## src/hw/rtl/edl_pkg.sv

```systemverilog
// Shared types, register indexes and helpers for the exposure-to-density LUT.
// Used by edl_mem, edl_div and rgb_exposure_to_density_lut_interp.
package edl_pkg;

	localparam int CH_N  = 3;
	localparam int VAL_W = 16;
	localparam int DVD_W = 33;   // dividend width of the serial divider
	localparam int DVS_W = 16;   // divisor width of the serial divider
	localparam int SUM_W = 35;   // width before the final saturation

	// configuration register indexes
	localparam logic [1:0] REG_KNOT_COUNT  = 2'd0;
	localparam logic [1:0] REG_GAMMA_RED   = 2'd1;
	localparam logic [1:0] REG_GAMMA_GREEN = 2'd2;
	localparam logic [1:0] REG_GAMMA_BLUE  = 2'd3;

	// one table entry: shared abscissa and three densities
	typedef struct packed {
		logic signed [VAL_W-1:0]     abscissa;
		logic [CH_N-1:0][VAL_W-1:0]  dens;
	} knot_t;

	// saturate to signed Q4.12
	function automatic logic signed [VAL_W-1:0] sat16(input logic signed [SUM_W-1:0] v);
		logic signed [VAL_W-1:0] r;
		if (v > 35'sd32767) begin
			r = 16'sh7FFF;
		end else if (v < -35'sd32768) begin
			r = 16'sh8000;
		end else begin
			r = v[VAL_W-1:0];
		end
		return r;
	endfunction

endpackage

```

## src/hw/rtl/edl_div.sv

```systemverilog
// Restoring radix-2 unsigned divider, one quotient bit per cycle.
// Depends on edl_pkg for operand widths.
module edl_div
	import edl_pkg::*;
(
	input  logic             clk,
	input  logic             arst_n,
	input  logic             start,
	input  logic [DVD_W-1:0] dividend,
	input  logic [DVS_W-1:0] divisor,
	output logic             done,
	output logic [DVD_W-1:0] quotient
);

	localparam int CNT_W = $clog2(DVD_W + 1);

	logic [CNT_W-1:0] cnt_q;
	logic             done_q;
	logic [DVD_W-1:0] quo_q;
	logic [DVS_W-1:0] rem_q;
	logic [DVS_W-1:0] dvs_q;
	logic [DVS_W:0]   trial;
	logic             fits;

	// one trial subtraction per cycle
	assign trial = {rem_q, quo_q[DVD_W-1]};
	assign fits  = trial >= {1'b0, dvs_q};

	always_ff @(posedge clk or negedge arst_n) begin
		if (!arst_n) begin
			cnt_q  <= '0;
			done_q <= 1'b0;
		end else begin
			done_q <= 1'b0;
			if (start) begin
				cnt_q <= CNT_W'(DVD_W);
			end else if (cnt_q != '0) begin
				cnt_q <= cnt_q - 1'b1;
				if (cnt_q == CNT_W'(1)) begin
					done_q <= 1'b1;
				end
			end
		end
	end

	always_ff @(posedge clk) begin
		if (start) begin
			quo_q <= dividend;
			rem_q <= '0;
			dvs_q <= divisor;
		end else if (cnt_q != '0) begin
			quo_q <= {quo_q[DVD_W-2:0], fits};
			rem_q <= fits ? DVS_W'(trial - {1'b0, dvs_q}) : trial[DVS_W-1:0];
		end
	end

	assign done     = done_q;
	assign quotient = quo_q;

endmodule

```

## config.mk

```make
export PLATFORM = sky130hd
export DESIGN_NAME = edl_div
export DESIGN_NICKNAME = d
export VERILOG_FILES = /design/src/hw/rtl/edl_pkg.sv /design/src/hw/rtl/edl_div.sv
export SDC_FILE = /design/constraint.sdc
export NUM_CORES = 1
export LEC_CHECK = 0
export BUFFER_PORTS_ARGS = -buffer_cell sky130_fd_sc_hd__buf_2
export CORE_MARGIN = 2
export CORE_UTILIZATION = 54
export DETAILED_ROUTE_END_ITERATION = 10
export PLACE_DENSITY_LB_ADDON = 0.15
export SETUP_SLACK_MARGIN = 0.4
export SLEW_MARGIN = 40
export SYNTH_ARGS = -nofsm -noshare
export SYNTH_HDL_FRONTEND = slang
export SYNTH_SLANG_ARGS = --single-unit
export TNS_END_PERCENT = 20
```

## constraint.sdc

```tcl
create_clock -name clk -period 2.8 [get_ports clk]
set_input_delay 0 -clock clk [delete_from_list [all_inputs] [get_ports clk]]
set_output_delay 0 -clock clk [all_outputs]
set_load 0.01 [all_outputs]
```

==> run_results.csv <==
group,metric,value,unit
cts,cts_root_buffer,"clkbuf_8",
power,leakage,2.21,nW
synthesis,avgSynthCellArea,12.2,um2
power,p_sw,1.51,mW
timing,worstMarginPinSlew,0.680,ns
route,vias_per_cell,5.42,
power,fin_total_pwr,4.37,mW
power,power-per-cell-area,864,nW/um2
cts,clk_pin_slew,0.08,ns
floorplan,die-area,7610,um2
final_layout,final_util,0.749,
power,p_seq_frac,0.348,
timing,fin_crit,2.36,ns
timing,fin_skew,0.0108,ns
synthesis,synth_edf_count,49,
floorplan,die_width,87.3,um
timing,fmax,423,MHz
setup_path,end_kind,"flop",
timing,rsz0062_at_grt,"true",
route,drt_wl_total,8.64,mm
final_layout,drive_above_1_share,0.344,
setup_path,cp.required,2.89,ns
power,ir_drop,0.000443,V
grt,gr-usage-all-layers,0.239,
setup_path,critPathSlowestCell,"edfxtp_1",
synthesis,yosysTopAreaCell,"edfxtp_1",
power,p_comb_frac,0.421,
grt,antenna_found_initial,0,
floorplan,start_util,0.554,
grt,grt_max_degree,36,
floorplan,io_pins,86,
floorplan,rows,30,
power,switching_share,0.346,
synthesis,synth-async-reset-ratio,0.0972,
timing,fin_crit_sh,0.844,
setup_path,critPathMaxFanout,8,
power,p_int,2.86,mW
placed_design,place.gp.congestion,0.861,
final_layout,syn_to_final_growth,35.1,%
placed_design,port_buffers,85,
final_layout,nNetsFinal,520,
timing,finalHoldViolations,0,
synthesis,synth_area_leaders,"edfxtp_1 (39%), mux2_2 (9.9%), dfxtp_1 (8.6%)",
setup_path,cp.arrival,2.45,ns
cts,numCtsBuffers,9,
synthesis,synth_flop_cell,"edfxtp_1",
cts,cts_tree,"done",
final_layout,fill_cells,447,
setup_path,setup.worst_path.class,"flop to flop",
power,p_clk_frac,0.231,
floorplan,core_area,6760,um2
setup_path,cpPeakStageDelay,0.36,ns
setup_path,path_buf_inv,1,
synthesis,synth_nets,377,
placed_design,place_ws,0.301,ns
timing,maxSlewViolCount,0,
synthesis,ys_seq_area_frac,0.525,
synthesis,synthCells,306,
route,firstDrtPassIters,4,
placed_design,dp_hpwl,5.10,mm
run_status,outcome,"complete, no violations",
cts,clock_latency,0.34,ns
grt,grt_pass1_wl,13.9,mm
setup_path,path_cells,"inv_1 -> ha_2 -> a21o_1 -> or2_4 -> a21oi_2 -> a21boi_4 -> o21ai_4 -> mux2_2",
cts,clock-sinks,72,
synthesis,synth_cell_types,56,
hold_path,hold_class,"input pin to asynchronous set/reset pin",
floorplan,fp.dieH,87.3,um
timing,tns,0,ns
timing,slew_headroom,0.546,
route,dr_total_vias,2893,
cts,htreeDepth,3,
route,antenna_left,0,
synthesis,yosysWarnings,0,
timing,setup_violations,0,
route,drc,0,
grt,grt_pass1_vias,2911,
grt,grt_overflow_total,0,
timing,layout_setup_ws,0.436,ns
setup_path,critPathLaunchType,"flop",
final_layout,diodes,0,
synthesis,synth_top_area_frac,0.393,
route,wl_per_cell,16.2,um
route,drt_iter0_drc,171,
synthesis,synth_area,3740,um2
cts,cts_max_path_buffers,2,
synthesis,ys_ff_latch,72,
setup_path,critical-path-top-delay-family,"compound AO/OA/AOI/OAI gates",
job,drv_cap,0,
metrics by stage:
| stage | cells | cell area (um2) | hold WS, ns |
|---|---|---|---|
| after detailed placement | 461 | 4220 | -0.159 |
| after global routing | 534 | 5060 | 0.0286 |
| after global placement | 461 | 4220 | -0.159 |
| after CTS | 528 | 4970 | 0.0134 |
| final | 534 | 5060 | 0.0232 |
| after floorplan | 306 | 3740 | -0.296 |
synthesized netlist by cell type, types with 3 or more instances:
master and count:
nor2b_1 3, xnor2_1 12, a21o_1 5, ha_1 18, mux2_2 33, a21oi_1 11, o21ai_1 13, xor2_1 4
dfxtp_1 16, edfxtp_1 49, dfrtp_1 7, nand2_1 21, mux2i_1 15, buf_2 4, nor2_1 9, inv_1 21
nand3_1 4, clkbuf_1 6, o21ai_0 6, a31oi_1 3, nor3_1 4
final timing paths:
| kind | endpoint | slack (ns) | startpoint | cells after the start |
|---|---|---|---|---|
| setup / recovery | quotient[0] | 0.44 | dvs_q[6] | 8 |
| hold / removal | done | 0.02 | arst_n | 2 |
| setup reg to reg | quotient[0] | 0.44 | dvs_q[6] | 8 |
| hold reg to reg | rem_q[6] | 0.47 | rem_q[6] | 2 |
| max in group asynchronous | cnt_q[3] | 2.61 | arst_n | 2 |
| min in group clk | cnt_q[3] | 0.14 | start | 2 |
layout make-up:
| cell class | instances | area (um2) | area share |
|---|---|---|---|
| inverter | 22 | 82.6 | 0.0163 |
| clock inverter | 6 | 115 | 0.0228 |
| clock buffer | 10 | 128 | 0.0252 |
| tap | 80 | 100 | 0.0198 |
| sequential | 72 | 1970 | 0.389 |
| timing repair buffer | 143 | 1000 | 0.198 |
| multi-input combinational | 201 | 1660 | 0.329 |
placed cells by master, fill, tap and decap left out, types with 2 or more instances in the layout:
cell and n:
nor2b_1 3, inv_6 2, a31oi_1 3, inv_1 21
o21ai_2 2, edfxtp_1 49, a21o_1 5, and4_1 2
o21ai_4 2, o21ai_0 6, mux2i_1 15, o21a_1 2
clkbuf_8 9, xnor2_1 12, mux2_2 33, dlygate4sd3_1 50
nand3_1 4, nor2_1 9, nand4_1 2, bufinv_16 3
dfrtp_1 7, buf_4 6, nand2_1 21, a211o_1 2
a21oi_1 8, xor2_1 4, dfxtp_1 16, o31ai_1 2
a21oi_2 3, a22o_1 2, ha_1 17, nor3_1 4
buf_2 85, o21ai_1 12
power groups by stage:
stage                     Combinational (mW)  Clock [mW]  Sequential [mW]
final                                   1.84        1.01             1.52
after global routing                    2.01        1.06             1.55
after CTS                               1.66        1.02             1.52
after detailed placement                1.57           0             1.53
after global placement                  1.53           0             1.54
after floorplan                         1.24           0             1.55
cell families after synthesis:
group,count (synthesis),synth area share
AND/OR/NAND/NOR,54,0.0725
AO/OA/AOI/OAI,63,0.120
multiplexers,48,0.139
adder cells (fa/ha/maj),19,0.0655
flip-flops,72,0.525
XOR/XNOR,16,0.0374
buffers and inverters,34,0.0398
what timing repair did:
| item | CTS | global route |
|---|---|---|
| setup endpoints to repair | 15 | 16 |
| resized for setup | 0 | 8 |
| endpoints found under the hold margin | 56 | 0 |
| buffers inserted | 0 | 6 |
| pin swaps | 1 | 5 |
| cloned | 1 | 0 |
| hold buffers | 50 | 0 |
registers in the layout, summed over array words and instances (netlist names):
signal    count
cnt_q         6
done          1
quotient     33
dvs_q        16
rem_q        16
routing by layer:
| metal | GRT usage | up-vias | wire length (um) |
|---|---|---|---|
| li1 | - | 1415 | - |
| met1 | 0.293 | 1354 | 3660 |
| met3 | 0.0550 | 15 | 494 |
| met5 | 0 | - | 0 |
| met2 | 0.410 | 109 | 4310 |
| met4 | 0.0909 | 0 | 178 |
(Power assumes the default switching activity.)
